### src/lcdseq_pkg.sv
// shared types and constants for the character lcd nibble sequencer
// no dependencies; imported by every module of the block
`default_nettype none

package lcdseq_pkg;

	// request kinds as seen on the input channel
	localparam logic [2:0] REQ_INIT  = 3'd0;
	localparam logic [2:0] REQ_CMD   = 3'd1;
	localparam logic [2:0] REQ_DATA  = 3'd2;
	localparam logic [2:0] REQ_CURSOR = 3'd3;
	localparam logic [2:0] REQ_GLYPH = 3'd4;

	// configuration register indexes
	localparam logic [1:0] CFG_SETTLE   = 2'd0;
	localparam logic [1:0] CFG_LONG_CMD = 2'd1;
	localparam logic [1:0] CFG_POWER_ON = 2'd2;

	// display command bytes and fixed waits
	localparam logic [7:0]  CMD_CLEAR      = 8'h01;
	localparam logic [7:0]  CMD_HOME       = 8'h02;
	localparam logic [7:0]  CMD_CGRAM_ADDR = 8'h40;
	localparam logic [7:0]  CMD_DDRAM_ADDR = 8'h80;
	localparam logic [7:0]  ROW1_BASE      = 8'h40;
	localparam logic [15:0] WAKE2_US       = 16'd5000;
	localparam logic [15:0] WAKE3_US       = 16'd150;
	localparam logic [3:0]  WAKE_NIB       = 4'h3;
	localparam logic [3:0]  FOUR_BIT_NIB   = 4'h2;

	// strobe counts, as index of the final strobe
	localparam logic [4:0] LAST_IDX_BYTE  = 5'd1;
	localparam logic [4:0] LAST_IDX_INIT  = 5'd13;
	localparam logic [4:0] LAST_IDX_GLYPH = 5'd17;
	localparam logic [4:0] INIT_WAKE_STROBES = 5'd4;
	localparam logic [4:0] GLYPH_HDR_STROBES = 5'd2;

	// classified work kinds held in the queue
	typedef enum logic [1:0] {
		KIND_INIT,
		KIND_CMD,
		KIND_DATA,
		KIND_GLYPH
	} seq_kind_t;

	typedef struct packed {
		seq_kind_t   kind;
		logic [7:0]  byte_val;
		logic [63:0] rows;
	} seq_item_t;

	typedef struct packed {
		logic        reg_select;
		logic [3:0]  nibble;
		logic [15:0] wait_before_us;
		logic [15:0] wait_after_us;
		logic        last;
	} strobe_t;

	// init command list after the wake nibbles
	function automatic logic [7:0] init_cmd(input logic [2:0] sel);
		logic [7:0] c;
		case (sel)
			3'd0:    c = 8'h28;
			3'd1:    c = 8'h08;
			3'd2:    c = 8'h01;
			3'd3:    c = 8'h06;
			3'd4:    c = 8'h0C;
			default: c = 8'h00;
		endcase
		return c;
	endfunction

endpackage

`default_nettype wire

### src/lcdseq_front.sv
// front end: accepts requests and turns them into queue entries
// depends on lcdseq_pkg
`default_nettype none

module lcdseq_front import lcdseq_pkg::*; #(
	parameter int DISPLAY_COLUMNS = 16
) (
	input  wire logic        in_valid,
	output logic             in_stall,
	input  wire logic [2:0]  req_type,
	input  wire logic [7:0]  byte_value,
	input  wire logic [7:0]  column,
	input  wire logic [7:0]  row,
	input  wire logic [7:0]  glyph_slot,
	input  wire logic [63:0] glyph_rows,
	input  wire logic        q_full,
	output logic             push,
	output seq_item_t        push_item
);

	localparam logic [7:0] MAX_COL = 8'(DISPLAY_COLUMNS - 1);

	logic [7:0] col_c;
	logic [7:0] addr;
	logic       known;

	assign in_stall = q_full;

	always_comb begin
		col_c = (column > MAX_COL) ? MAX_COL : column;
		addr  = (col_c + ((row != 8'd0) ? ROW1_BASE : 8'd0)) & 8'h7F;
		known = 1'b1;
		push_item.rows     = glyph_rows;
		push_item.byte_val = byte_value;
		push_item.kind     = KIND_CMD;
		case (req_type)
			REQ_INIT: begin
				push_item.kind = KIND_INIT;
			end
			REQ_CMD: begin
				push_item.kind = KIND_CMD;
			end
			REQ_DATA: begin
				push_item.kind = KIND_DATA;
			end
			REQ_CURSOR: begin
				push_item.kind     = KIND_CMD;
				push_item.byte_val = CMD_DDRAM_ADDR | addr;
			end
			REQ_GLYPH: begin
				push_item.kind     = KIND_GLYPH;
				push_item.byte_val = CMD_CGRAM_ADDR | {2'b00, glyph_slot[2:0], 3'b000};
			end
			default: begin
				known = 1'b0;
			end
		endcase
	end

	// unknown kinds are accepted and dropped
	assign push = in_valid && !q_full && known;

endmodule

`default_nettype wire

### src/lcdseq_queue.sv
// two-entry queue between front end and strobe sequencer
// depends on lcdseq_pkg
`default_nettype none

module lcdseq_queue import lcdseq_pkg::*; (
	input  wire logic       clk,
	input  wire logic       arst_n,
	input  wire logic       push,
	input  seq_item_t       push_item,
	input  wire logic       pop,
	output logic            full,
	output logic            head_valid,
	output seq_item_t       head_item
);

	seq_item_t  mem_q [2];
	logic       wr_ptr_q;
	logic       rd_ptr_q;
	logic [1:0] count_q;

	assign full       = (count_q == 2'd2);
	assign head_valid = (count_q != 2'd0);
	assign head_item  = mem_q[rd_ptr_q];

	always_ff @(posedge clk) begin
		if (push) begin
			mem_q[wr_ptr_q] <= push_item;
		end
	end

	always_ff @(posedge clk or negedge arst_n) begin
		if (!arst_n) begin
			wr_ptr_q <= 1'b0;
			rd_ptr_q <= 1'b0;
			count_q  <= 2'd0;
		end else begin
			if (push) begin
				wr_ptr_q <= !wr_ptr_q;
			end
			if (pop) begin
				rd_ptr_q <= !rd_ptr_q;
			end
			case ({push, pop})
				2'b10:   count_q <= count_q + 2'd1;
				2'b01:   count_q <= count_q - 2'd1;
				default: count_q <= count_q;
			endcase
		end
	end

endmodule

`default_nettype wire

### src/lcdseq_back.sv
// back end: walks the strobes of the head entry into the output register
// depends on lcdseq_pkg
`default_nettype none

module lcdseq_back import lcdseq_pkg::*; (
	input  wire logic        clk,
	input  wire logic        arst_n,
	input  wire logic [9:0]  settle_us,
	input  wire logic [15:0] long_command_us,
	input  wire logic [15:0] power_on_us,
	input  wire logic        head_valid,
	input  seq_item_t        head_item,
	output logic             pop,
	output logic             out_valid,
	input  wire logic        out_stall,
	output strobe_t          out_strobe
);

	logic [4:0]  idx_q;
	logic        out_valid_q;
	strobe_t     out_q;
	strobe_t     strobe;
	logic        load;
	logic        is_byte;
	logic        is_long;
	logic [7:0]  byte_sel;
	logic [3:0]  wake_nib;
	logic [4:0]  last_idx;
	logic [4:0]  rel_idx;
	logic [16:0] after_sum;

	always_comb begin
		is_byte  = 1'b1;
		byte_sel = head_item.byte_val;
		wake_nib = WAKE_NIB;
		last_idx = LAST_IDX_BYTE;
		rel_idx  = 5'd0;
		strobe.reg_select     = 1'b0;
		strobe.wait_before_us = 16'd0;
		case (head_item.kind)
			KIND_INIT: begin
				last_idx = LAST_IDX_INIT;
				if (idx_q < INIT_WAKE_STROBES) begin
					is_byte = 1'b0;
					case (idx_q[1:0])
						2'd0:    strobe.wait_before_us = power_on_us;
						2'd1:    strobe.wait_before_us = WAKE2_US;
						2'd2:    strobe.wait_before_us = WAKE3_US;
						default: wake_nib = FOUR_BIT_NIB;
					endcase
				end else begin
					rel_idx  = idx_q - INIT_WAKE_STROBES;
					byte_sel = init_cmd(rel_idx[3:1]);
				end
			end
			KIND_DATA: begin
				strobe.reg_select = 1'b1;
			end
			KIND_GLYPH: begin
				last_idx = LAST_IDX_GLYPH;
				if (idx_q >= GLYPH_HDR_STROBES) begin
					rel_idx           = idx_q - GLYPH_HDR_STROBES;
					strobe.reg_select = 1'b1;
					byte_sel          = head_item.rows[{rel_idx[3:1], 3'b000} +: 8];
				end
			end
			default: begin
			end
		endcase
		// even strobe carries the high nibble
		strobe.nibble = !is_byte ? wake_nib :
		                (idx_q[0] ? byte_sel[3:0] : byte_sel[7:4]);
		is_long = is_byte && !strobe.reg_select && idx_q[0] &&
		          (byte_sel == CMD_CLEAR || byte_sel == CMD_HOME);
		after_sum = {7'd0, settle_us} + (is_long ? {1'b0, long_command_us} : 17'd0);
		strobe.wait_after_us = after_sum[16] ? 16'hFFFF : after_sum[15:0];
		strobe.last = (idx_q == last_idx);
	end

	assign load = head_valid && (!out_valid_q || !out_stall);
	assign pop  = load && strobe.last;

	always_ff @(posedge clk) begin
		if (load) begin
			out_q <= strobe;
		end
	end

	always_ff @(posedge clk or negedge arst_n) begin
		if (!arst_n) begin
			idx_q       <= 5'd0;
			out_valid_q <= 1'b0;
		end else begin
			if (!out_valid_q || !out_stall) begin
				out_valid_q <= head_valid;
			end
			if (load) begin
				idx_q <= strobe.last ? 5'd0 : idx_q + 5'd1;
			end
		end
	end

	assign out_valid  = out_valid_q;
	assign out_strobe = out_q;

	a_idx_bound: assert property (@(posedge clk) disable iff (!arst_n)
		idx_q <= LAST_IDX_GLYPH)
		else $error("strobe index past longest request");

	a_idx_wrap: assert property (@(posedge clk) disable iff (!arst_n)
		pop |=> idx_q == 5'd0)
		else $error("strobe index not cleared after final strobe");

	a_data_rs: assert property (@(posedge clk) disable iff (!arst_n)
		load && head_item.kind == KIND_DATA |=> out_q.reg_select)
		else $error("data strobe sent to command register");

endmodule

`default_nettype wire

### src/char_lcd_nibble_sequencer_core.sv
// top level of the character lcd nibble sequencer
// depends on lcdseq_pkg, lcdseq_front, lcdseq_queue and lcdseq_back
`default_nettype none

// Turns host requests (init, command, data, set cursor, define glyph) into
// 4-bit enable strobes for an hd44780-style display. Each output beat is one
// strobe: register select, nibble, wait before enable rises, wait after it
// falls (saturated at 65535 us), and last on the final strobe of a request.
// Byte requests give 2 strobes, init 14, glyph 18; unknown kinds are taken
// and give none. The sequencer emits one strobe per cycle when the output
// is not stalled; a two-entry request queue lets the input keep accepting
// while earlier requests are still being strobed out.
// Configuration writes should only be made while no request is in flight.
module char_lcd_nibble_sequencer_core import lcdseq_pkg::*; #(
	parameter int DISPLAY_COLUMNS = 16
) (
	input  wire logic        clk,
	input  wire logic        arst_n,
	// configuration write port
	input  wire logic        cfg_write,
	input  wire logic [1:0]  cfg_index,
	input  wire logic [15:0] cfg_data,
	// request channel
	input  wire logic        in_valid,
	output logic             in_stall,
	input  wire logic [2:0]  req_type,
	input  wire logic [7:0]  byte_value,
	input  wire logic [7:0]  column,
	input  wire logic [7:0]  row,
	input  wire logic [7:0]  glyph_slot,
	input  wire logic [63:0] glyph_rows,
	// strobe channel
	output logic             out_valid,
	input  wire logic        out_stall,
	output logic             reg_select,
	output logic [3:0]       nibble,
	output logic [15:0]      wait_before_us,
	output logic [15:0]      wait_after_us,
	output logic             last
);

	// timing registers
	logic [9:0]  settle_q;
	logic [15:0] long_cmd_q;
	logic [15:0] power_on_q;

	// queue handshake between the two halves
	logic        q_push;
	seq_item_t   q_push_item;
	logic        q_full;
	logic        q_pop;
	logic        q_head_valid;
	seq_item_t   q_head_item;
	strobe_t     strobe;

	always_ff @(posedge clk or negedge arst_n) begin
		if (!arst_n) begin
			settle_q   <= 10'd50;
			long_cmd_q <= 16'd2000;
			power_on_q <= 16'd50000;
		end else if (cfg_write) begin
			case (cfg_index)
				CFG_SETTLE:   settle_q   <= cfg_data[9:0];
				CFG_LONG_CMD: long_cmd_q <= cfg_data;
				CFG_POWER_ON: power_on_q <= cfg_data;
				default: begin
					// index beyond the register list is ignored
				end
			endcase
		end
	end

	// front end: classify and build the cursor and glyph address commands
	lcdseq_front #(
		.DISPLAY_COLUMNS(DISPLAY_COLUMNS)
	) u_front (
		.in_valid  (in_valid),
		.in_stall  (in_stall),
		.req_type  (req_type),
		.byte_value(byte_value),
		.column    (column),
		.row       (row),
		.glyph_slot(glyph_slot),
		.glyph_rows(glyph_rows),
		.q_full    (q_full),
		.push      (q_push),
		.push_item (q_push_item)
	);

	// decoupling queue
	lcdseq_queue u_queue (
		.clk       (clk),
		.arst_n    (arst_n),
		.push      (q_push),
		.push_item (q_push_item),
		.pop       (q_pop),
		.full      (q_full),
		.head_valid(q_head_valid),
		.head_item (q_head_item)
	);

	// back end: one strobe per cycle into the output register while the output is not stalled
	lcdseq_back u_back (
		.clk            (clk),
		.arst_n         (arst_n),
		.settle_us      (settle_q),
		.long_command_us(long_cmd_q),
		.power_on_us    (power_on_q),
		.head_valid     (q_head_valid),
		.head_item      (q_head_item),
		.pop            (q_pop),
		.out_valid      (out_valid),
		.out_stall      (out_stall),
		.out_strobe     (strobe)
	);

	assign reg_select     = strobe.reg_select;
	assign nibble         = strobe.nibble;
	assign wait_before_us = strobe.wait_before_us;
	assign wait_after_us  = strobe.wait_after_us;
	assign last           = strobe.last;

endmodule

`default_nettype wire

### config.mk
export PLATFORM = sky130hd
export DESIGN_NAME = char_lcd_nibble_sequencer_core
export DESIGN_NICKNAME = d
export VERILOG_FILES = /design/src/lcdseq_pkg.sv /design/src/lcdseq_front.sv /design/src/lcdseq_queue.sv /design/src/lcdseq_back.sv /design/src/char_lcd_nibble_sequencer_core.sv
export SDC_FILE = /design/constraint.sdc
export NUM_CORES = 1
export LEC_CHECK = 0
export BUFFER_PORTS_ARGS = -buffer_cell sky130_fd_sc_hd__buf_2
export CAP_MARGIN = 20
export CORE_ASPECT_RATIO = 1.4
export CORE_UTILIZATION = 55
export CTS_BUF_LIST = sky130_fd_sc_hd__clkbuf_4 sky130_fd_sc_hd__clkbuf_8 sky130_fd_sc_hd__clkbuf_16
export CTS_CLUSTER_SIZE = 28
export DETAILED_ROUTE_END_ITERATION = 12
export PLACE_DENSITY = 0.84
export SLEW_MARGIN = 10
export SYNTH_ARGS = -nofsm -noshare
export SYNTH_HDL_FRONTEND = slang
export SYNTH_SLANG_ARGS = --single-unit
### constraint.sdc
create_clock -name clk -period 11.7 [get_ports clk]
set_input_delay 0.585 -clock clk [delete_from_list [all_inputs] [get_ports clk]]
set_output_delay 0.585 -clock clk [all_outputs]
set_load 0.05 [all_outputs]
== After elaboration in Yosys (flattened, before gate mapping) ==
Memory sizes are Yosys's and may differ from the RTL's.
Index checks and enable logic that the tools add are counted.
Word-level totals
  output and inout port bits: 40
  memories: 1
  logic and storage cells: 99
  register bits: 90
  bits in writable memories: 148
  input bits: 122
Memories
  u_queue.mem_q: depth 2, width 74, read ports 1, clocked after Yosys merged registers in 0, write ports 1, RTL line lcdseq_queue.sv:16  | seq_item_t mem_q [2];
Cells by class
  multiplexer cells: 25
  shifts and indexed selects: 1
  order comparisons: 3
  add/subtract/negate cells: 7
  reductions and logical operators: 29
  equal/unequal tests: 20
Operator list (number)
  $shiftx A64 B7 Y8: 1
  $pmux W16 S3: 1
  $pmux W8 S2: 2
  $pmux W6 S5: 1
  $add A10 B17 Y17: 1
  $mux W16: 1
  $mux W4: 4
  $mux W8: 2
  $mux W7: 2
  $eq A2 B2 Y1 const B: 6
  $eq A3 B2 Y1 const B: 4
  $pmux W5 S2: 1
  $eq A8 B1 Y1 const B: 1
  $eq A8 B2 Y1 const B: 1
  $gt A8 B4 Y1 const B: 1
  $reduce_and A2 Y1: 4
  $reduce_bool A8 Y1: 1
  $add A7 B7 Y7: 1
  $logic_and A1 B1 Y1: 7
  $mux W1: 7
  $eq A2 B1 Y1 const B: 3
  $eq A3 B1 Y1 const B: 2
  $eq A3 B3 Y1 const B: 2
  $logic_not A1 Y1: 6
  other kinds (18): 23

== Depth between registers and ports, before layout ==
  depth in word-level cells: 10
  depth in mapped cells: 26
  depth with buffers taken out: 19

== By module ==
Synthesis repeated with hierarchy kept, for this count alone.
Unflattened totals
  cell total of the unflattened synthesis: 751
  area, all modules: 11508.5 sq um
Modules (own cells, without submodules)
  lcdseq_queue: seq. area each 4544.4 sq um, cells an instance 246, times used 1, area each 5729.2 sq um
  lcdseq_back: seq. area each 1291.2 sq um, cells an instance 306, times used 1, area each 3328.2 sq um
  char_lcd_nibble_sequencer_core: seq. area each 1069.8 sq um, cells an instance 90, times used 1, area each 1704.1 sq um
  lcdseq_front: seq. area each 0.0 sq um, cells an instance 109, times used 1, area each 747.0 sq um

== Worst setup path after synthesis ==
No wires, ideal clock.
  path kind: reg2reg
  start: register u_queue.rd_ptr_q
  end: register u_back.out_q, in the netlist u_back.out_strobe[12], data pin
  path buffers: 7
  stages on the path, launching flop included: 26
  period minus slack after synthesis: 5725 ps
  slack: 5975 ps
  data required time: 11425 ps
  arrival time: 5449 ps
  library setup time: 275 ps
  path through: dfrtp_1 -> buf_6 -> buf_4 -> buf_2 -> buf_2 -> mux2i_1 -> inv_1 -> ha_1 -> a41oi_1 -> a21oi_1 -> a2111oi_2 -> xnor2_1 -> or3_1 -> buf_2 -> buf_2 -> nor2_1 -> ha_1 -> fa_1 -> a21o_1 -> a21boi_0 -> o21ai_0 -> a21o_1 -> a21o_1 -> nand2_1 -> clkbuf_1 -> a31oi_1
On the way
  word-level cells in the longest chain between the ends: 9
  elaborated cells between the ends (all ways): 19
  those cells by class: add/sub: 1; eq/ne: 4; shift: 1; mux: 6; reduce/logical: 6; memory: 1
RTL lines
  start, declared: RTL line lcdseq_queue.sv:18  | logic rd_ptr_q;
  start signal, assigned: RTL line lcdseq_queue.sv:41  | rd_ptr_q <= !rd_ptr_q;
  $mem_v2 Z2 W74 (*)
  $shiftx A64 B7 Y8 (tied with other cells): RTL line lcdseq_back.sv:64  | byte_sel = head_item.rows[{rel_idx[3:1], 3'b000} +: 8];
  $mux W8 or $pmux W1 S2 (tied branches): RTL line lcdseq_back.sv:61, lcdseq_back.sv:40
  $pmux W8 S2 or $logic_not A1 Y1 (tied branches): RTL line lcdseq_back.sv:40, lcdseq_back.sv:73
  $eq A8 B1 Y1 (tied with other cells): RTL line lcdseq_back.sv:74  | (byte_sel == CMD_CLEAR || byte_sel == CMD_HOME);
  $logic_or A1 B1 Y1 or $logic_and A1 B1 Y1 (tied branches): RTL line lcdseq_back.sv:74, lcdseq_back.sv:73
  $logic_and A1 B1 Y1 (*): RTL line lcdseq_back.sv:73  | is_long = is_byte && !strobe.reg_select && idx_q[0] &&
  $mux W16 (*): RTL line lcdseq_back.sv:75  | after_sum = {7'd0, settle_us} + (is_long ? {1'b0, long_command_us} : 17'd0);
  $add A10 B17 Y17 (*): RTL line lcdseq_back.sv:75
  end signal, assigned: RTL line lcdseq_back.sv:85  | out_q <= strobe;
  end, declared: RTL line lcdseq_back.sv:21  | strobe_t out_q;
Mark *: on every way between the ends. The rest lies on a longest branch, timed or not.
A chain may end at the register's enable or synchronous reset.

== Final worst setup path ==
  start: register u_back.idx_q[2]
  end: register u_back.out_q, in the netlist u_back.out_strobe[14], data pin
On the way
  word-level cells in the longest chain between the ends: 10
  elaborated cells between the ends (all ways): 27
  those cells by class: add/sub: 3; order compare: 2; eq/ne: 6; shift: 1; mux: 9; reduce/logical: 6
RTL lines
  start, declared: RTL line lcdseq_back.sv:19  | logic [4:0] idx_q;
  start signal, assigned: RTL line lcdseq_back.sv:98  | idx_q <= strobe.last ? 5'd0 : idx_q + 5'd1;
  parallel branches: the longest is 7 deep, another holds $sub A4 B2 Y4
  $logic_and A1 B1 Y1 (*): RTL line lcdseq_back.sv:73
  $mux W16 (*): RTL line lcdseq_back.sv:75
  $add A10 B17 Y17 (*): RTL line lcdseq_back.sv:75
Mark *: on every way between the ends.

==> metrics.txt <==
# TYPE chip_impl_metric gauge
chip_impl_metric{name="final_hold_viol_count",unit=""} 0
chip_impl_metric{name="synth.yosys.seq_area_share",unit="%"} 66.5
chip_impl_metric{name="layout.nets",unit=""} 970
chip_impl_info{name="r2r_end",value="u_back.out_strobe[14]$_SDFFCE_PP1P_"} 1
chip_impl_metric{name="global_route_wire_length_before_repair",unit="um"} 31000
chip_impl_metric{name="portBuffers",unit=""} 156
chip_impl_info{name="layout_commonest_cell",value="sky130_fd_sc_hd__edfxtp_1"} 1
chip_impl_metric{name="cts_htree_levels",unit=""} 1
chip_impl_metric{name="cts_buffers",unit=""} 22
chip_impl_metric{name="final-seq-area",unit="um2"} 6910
chip_impl_metric{name="clock_tree.buffer_depth",unit=""} 3
chip_impl_metric{name="post_cts_resized",unit=""} 0
chip_impl_metric{name="avgRoutedWirePerCell",unit="um"} 18.2
chip_impl_metric{name="placed_cell_area",unit="um2"} 11400
chip_impl_metric{name="switching_power",unit="mW"} 1.06
chip_impl_metric{name="worstMarginPinSlew",unit="ns"} 0.999
chip_impl_metric{name="r2r_setup_slack",unit="ns"} 5.63
chip_impl_info{name="most-common-layout-cells",value="186 x sky130_fd_sc_hd__edfxtp_1, 156 x sky130_fd_sc_hd__buf_2, 47 x sky130_fd_sc_hd__mux2_2, 36 x sky130_fd_sc_hd__nand2_1, 36 x sky130_fd_sc_hd__dfrtp_1"} 1
chip_impl_metric{name="initial_utilization",unit="%"} 56.1
chip_impl_metric{name="place_ws",unit="ns"} 5.71
chip_impl_metric{name="number_of_primary_i_o_pins",unit=""} 162
chip_impl_info{name="hold_crit_path_type",value="in -> async"} 1
chip_impl_metric{name="die-width",unit="um"} 118
chip_impl_info{name="worst-setup-path-type",value="reg -> reg"} 1
chip_impl_info{name="worstSetupEndpointType",value="flip-flop"} 1
chip_impl_metric{name="layout.cell_area.non_filler",unit="um2"} 12200
chip_impl_metric{name="netlist_instances",unit=""} 658
chip_impl_metric{name="synth_register_bits",unit=""} 238
chip_impl_metric{name="fin_crit_sh",unit="%"} 51.9
chip_impl_metric{name="cts-hold-fix-buffers",unit=""} 0
chip_impl_metric{name="clock-skew-final",unit="ns"} 0.0107
chip_impl_info{name="cts_tree",value="done"} 1
chip_impl_metric{name="syn_to_final_growth",unit="%"} 17.2
chip_impl_metric{name="die_area",unit="um2"} 19400
chip_impl_metric{name="power_frac_clock",unit="%"} 23.5
chip_impl_info{name="run_status",value="complete, no violations"} 1
chip_impl_metric{name="floorplan.rows",unit=""} 59
chip_impl_metric{name="slew_headroom",unit="%"} 33.2
chip_impl_metric{name="gp_congestion",unit=""} 0.883
chip_impl_metric{name="syn_nets",unit=""} 805
chip_impl_metric{name="comb_power_share",unit="%"} 36.0
chip_impl_metric{name="number_of_antenna_violations_at_the_first_check_in_global_routing",unit=""} 0
chip_impl_metric{name="grt_util_all_layers",unit="%"} 20.7
chip_impl_metric{name="drtPass1Iterations",unit=""} 4
chip_impl_metric{name="diode_count",unit=""} 0
chip_impl_metric{name="fillers",unit=""} 1294
chip_impl_metric{name="worst_r2r_path_depth",unit=""} 19
chip_impl_metric{name="power.share.sequential",unit="%"} 40.5
chip_impl_metric{name="via_count",unit=""} 6101
chip_impl_metric{name="power_switching_share",unit="%"} 35.2
chip_impl_metric{name="global_route.overflow_total",unit=""} 0
chip_impl_metric{name="power-per-cell-area",unit="nW/um2"} 247
chip_impl_metric{name="first_iter_violations",unit=""} 431
chip_impl_metric{name="clock_latency",unit="ns"} 0.50
chip_impl_metric{name="power.ir.vdd_worst",unit="V"} 0.000177
chip_impl_info{name="synthFlopType",value="sky130_fd_sc_hd__edfxtp_1"} 1
chip_impl_metric{name="static_leakage",unit="nW"} 4.72
chip_impl_metric{name="critical_path.max_fanout",unit=""} 25
chip_impl_metric{name="route.detailed.drc",unit=""} 0
chip_impl_metric{name="cts.clk_slew.worst_paths",unit="ns"} 0.06
chip_impl_metric{name="placeableCoreArea",unit="um2"} 18500
chip_impl_info{name="grt_setup_unrepaired",value="no"} 1
chip_impl_metric{name="number_of_enable_flip_flop_cells_after_synthesis",unit=""} 186
chip_impl_metric{name="route.antenna.remaining_nets",unit=""} 0
chip_impl_metric{name="postCtsSetupBuffers",unit=""} 0
chip_impl_metric{name="required",unit="ns"} 11.94
chip_impl_metric{name="timing_max_transition_violations_final",unit=""} 0
chip_impl_metric{name="clock_sinks",unit=""} 238
chip_impl_metric{name="timing.critical_path.arrival",unit="ns"} 6.31
chip_impl_metric{name="multiInputGateArea",unit="um2"} 3300
chip_impl_metric{name="max_cap_violations",unit=""} 0
chip_impl_metric{name="maximum_number_of_pins_on_one_net_before_global_route_repair",unit=""} 75
chip_impl_metric{name="synth.avg_cell_area",unit="um2"} 15.8
chip_impl_metric{name="netlist-cell-type-count",unit=""} 55
chip_impl_info{name="critPathLaunchType",value="flip-flop"} 1
chip_impl_info{name="r2r_start",value="u_back.idx_q[2]$_DFFE_PN0P_"} 1
chip_impl_metric{name="first_global_vias",unit=""} 6045
chip_impl_metric{name="vias_per_cell",unit=""} 5.63
chip_impl_metric{name="fin_crit",unit="ns"} 6.07
chip_impl_metric{name="die_h",unit="um"} 165
chip_impl_metric{name="totalNegativeSetupSlack",unit="ns"} 0
chip_impl_metric{name="yosys_warnings",unit=""} 0
chip_impl_metric{name="setup_ws",unit="ns"} 5.63
chip_impl_metric{name="final-setup-viol-count",unit=""} 0
chip_impl_metric{name="asyncSetResetFlopFracSynth",unit="%"} 21.8
chip_impl_metric{name="maxClockFrequency",unit="MHz"} 165
chip_impl_metric{name="internal_power",unit="mW"} 1.95
chip_impl_metric{name="synth_area",unit="um2"} 10400
chip_impl_metric{name="wl",unit="um"} 19700
chip_impl_info{name="clk_root_buffer_cell",value="sky130_fd_sc_hd__clkbuf_16"} 1
chip_impl_metric{name="drive_gt1_share",unit="%"} 37.8
chip_impl_metric{name="dp_hpwl",unit="um"} 13400
-- through the flow --
step,hold WS (ns),util (%),power [mW],std cells
2_1_floorplan,0.289,-,2.05,658
3_3_place_gp,0.482,61.7,2.30,1043
3_5_place_dp,0.493,61.7,2.33,1043
4_1_cts,0.209,65.7,3.04,1083
5_1_grt,0.231,65.7,3.16,1083
6_report,0.198,65.7,3.01,1083
-- Yosys cell counts (all sizes together) (2+ instances only) --
master   instances  area [um2]
edfxtp         186        5590
mux2            47         529
dfrtp           37         926
nand2           36         135
mux4            35         788
a21oi           33         165
nor2            33         124
ha              24         300
o21ai           22         110
inv             21        78.8
mux2i           20         200
dfstp           15         394
clkbuf          13        48.8
nor3            13        70.1
buf             11        73.8
and3            10        62.6
xnor2            9        78.8
a211oi           7        57.6
a21o             7        52.6
xor2             7        61.3
a31oi            6        37.5
nand3            6        30.0
and2             5        31.3
nor2b            5        31.3
nor4             5        31.3
o21bai           5        37.5
o22ai            5        31.3
or3              4        25.0
a2111oi          3        45.0
a311oi           3        38.8
nand2b           3        18.8
nand3b           3        22.5
or2              3        18.8
a211o            2        17.5
o31ai            2        15.0
-- area by class of cell --
| cell class | instances | area share (%) |
|---|---|---|
| flip-flops and latches | 238 | 56.7 |
| multi-input cells | 375 | 27.1 |
| repair buffers | 165 | 6.97 |
| clock buffers | 27 | 5.22 |
| well taps | 244 | 2.51 |
| clock inverters | 13 | 0.822 |
| inverters | 21 | 0.647 |
-- worst max path at each step --
stage | from | to | slack [ns] | cells past startpoint
after floorplan | u_queue.rd_ptr_q$_DFFE_PN0P_ | u_back.out_strobe[12]$_SDFFCE_PP1P_ | 5.98 | 25
after global placement | u_back.idx_q[2]$_DFFE_PN0P_ | u_back.out_strobe[14]$_SDFFCE_PP1P_ | 5.69 | 19
after detailed placement | u_back.idx_q[2]$_DFFE_PN0P_ | u_back.out_strobe[14]$_SDFFCE_PP1P_ | 5.71 | 19
after CTS | u_back.idx_q[2]$_DFFE_PN0P_ | u_back.out_strobe[14]$_SDFFCE_PP1P_ | 5.70 | 19
after global routing | u_back.idx_q[2]$_DFFE_PN0P_ | u_back.out_strobe[12]$_SDFFCE_PP1P_ | 5.27 | 19
final | u_back.idx_q[2]$_DFFE_PN0P_ | u_back.out_strobe[14]$_SDFFCE_PP1P_ | 5.63 | 19
-- power by group through the flow --
stage	clock network (mW)	logic, mW	registers, mW
floorplan	0	0.644	1.41
global placement	0	1.07	1.23
detailed placement	0	1.09	1.24
CTS	0.723	1.10	1.22
global route	0.755	1.17	1.24
finish	0.707	1.08	1.22
-- routing by layer --
metal / part of all wire [%] / vias up / track usage, %
li1: - / 2866 / -
met1: 39 / 3009 / 23.9
met2: 54 / 188 / 38.4
met3: 5.1 / 38 / 3.69
met4: 2.7 / 0 / 7.63
met5: 0 / - / 0
-- worst max-delay path, cell delays in order (launching register included) --
cell and delay (ns):
sky130_fd_sc_hd__dfrtp_1 0.49, sky130_fd_sc_hd__inv_1 0.14, sky130_fd_sc_hd__ha_1 0.93, sky130_fd_sc_hd__mux4_2 0.41
sky130_fd_sc_hd__mux2i_1 0.27, sky130_fd_sc_hd__nor3_1 0.10, sky130_fd_sc_hd__a2111oi_2 0.41, sky130_fd_sc_hd__xnor2_1 0.21
sky130_fd_sc_hd__or3_1 0.14, sky130_fd_sc_hd__buf_4 0.29, sky130_fd_sc_hd__nor2_1 0.08, sky130_fd_sc_hd__ha_1 0.21
sky130_fd_sc_hd__fa_1 0.41, sky130_fd_sc_hd__a21o_1 0.21, sky130_fd_sc_hd__a21boi_0 0.31, sky130_fd_sc_hd__o21ai_0 0.21
sky130_fd_sc_hd__a21o_1 0.25, sky130_fd_sc_hd__a21o_1 0.22, sky130_fd_sc_hd__nand2_1 0.34, sky130_fd_sc_hd__a311oi_2 0.15
-- registers in the layout, summed over array words and instances (netlist names) --
signal and flops:
long_cmd_q 16, power_on_q 16, settle_q 10, u_back.idx_q 5, u_back.out_strobe 38, u_back.out_valid 1, u_queue.count_q 2, u_queue.mem_q 148
u_queue.rd_ptr_q 1, u_queue.wr_ptr_q 1
-- logic make-up (layout without fill, tap and decap cells) --
logic type | count (synthesis) | in the layout | share of synthesized area (%)
DFF | 238 | 238 | 66.5
and+or+nand+nor | 129 | 129 | 6.02
AOI/OAI and AO/OA | 103 | 103 | 6.51
muxes | 102 | 102 | 14.6
buffers and inverters | 45 | 226 | 1.94
adders and majority gates | 25 | 25 | 3.08
xor gates and xnor gates | 16 | 16 | 1.35
(Power assumes the default switching activity.)
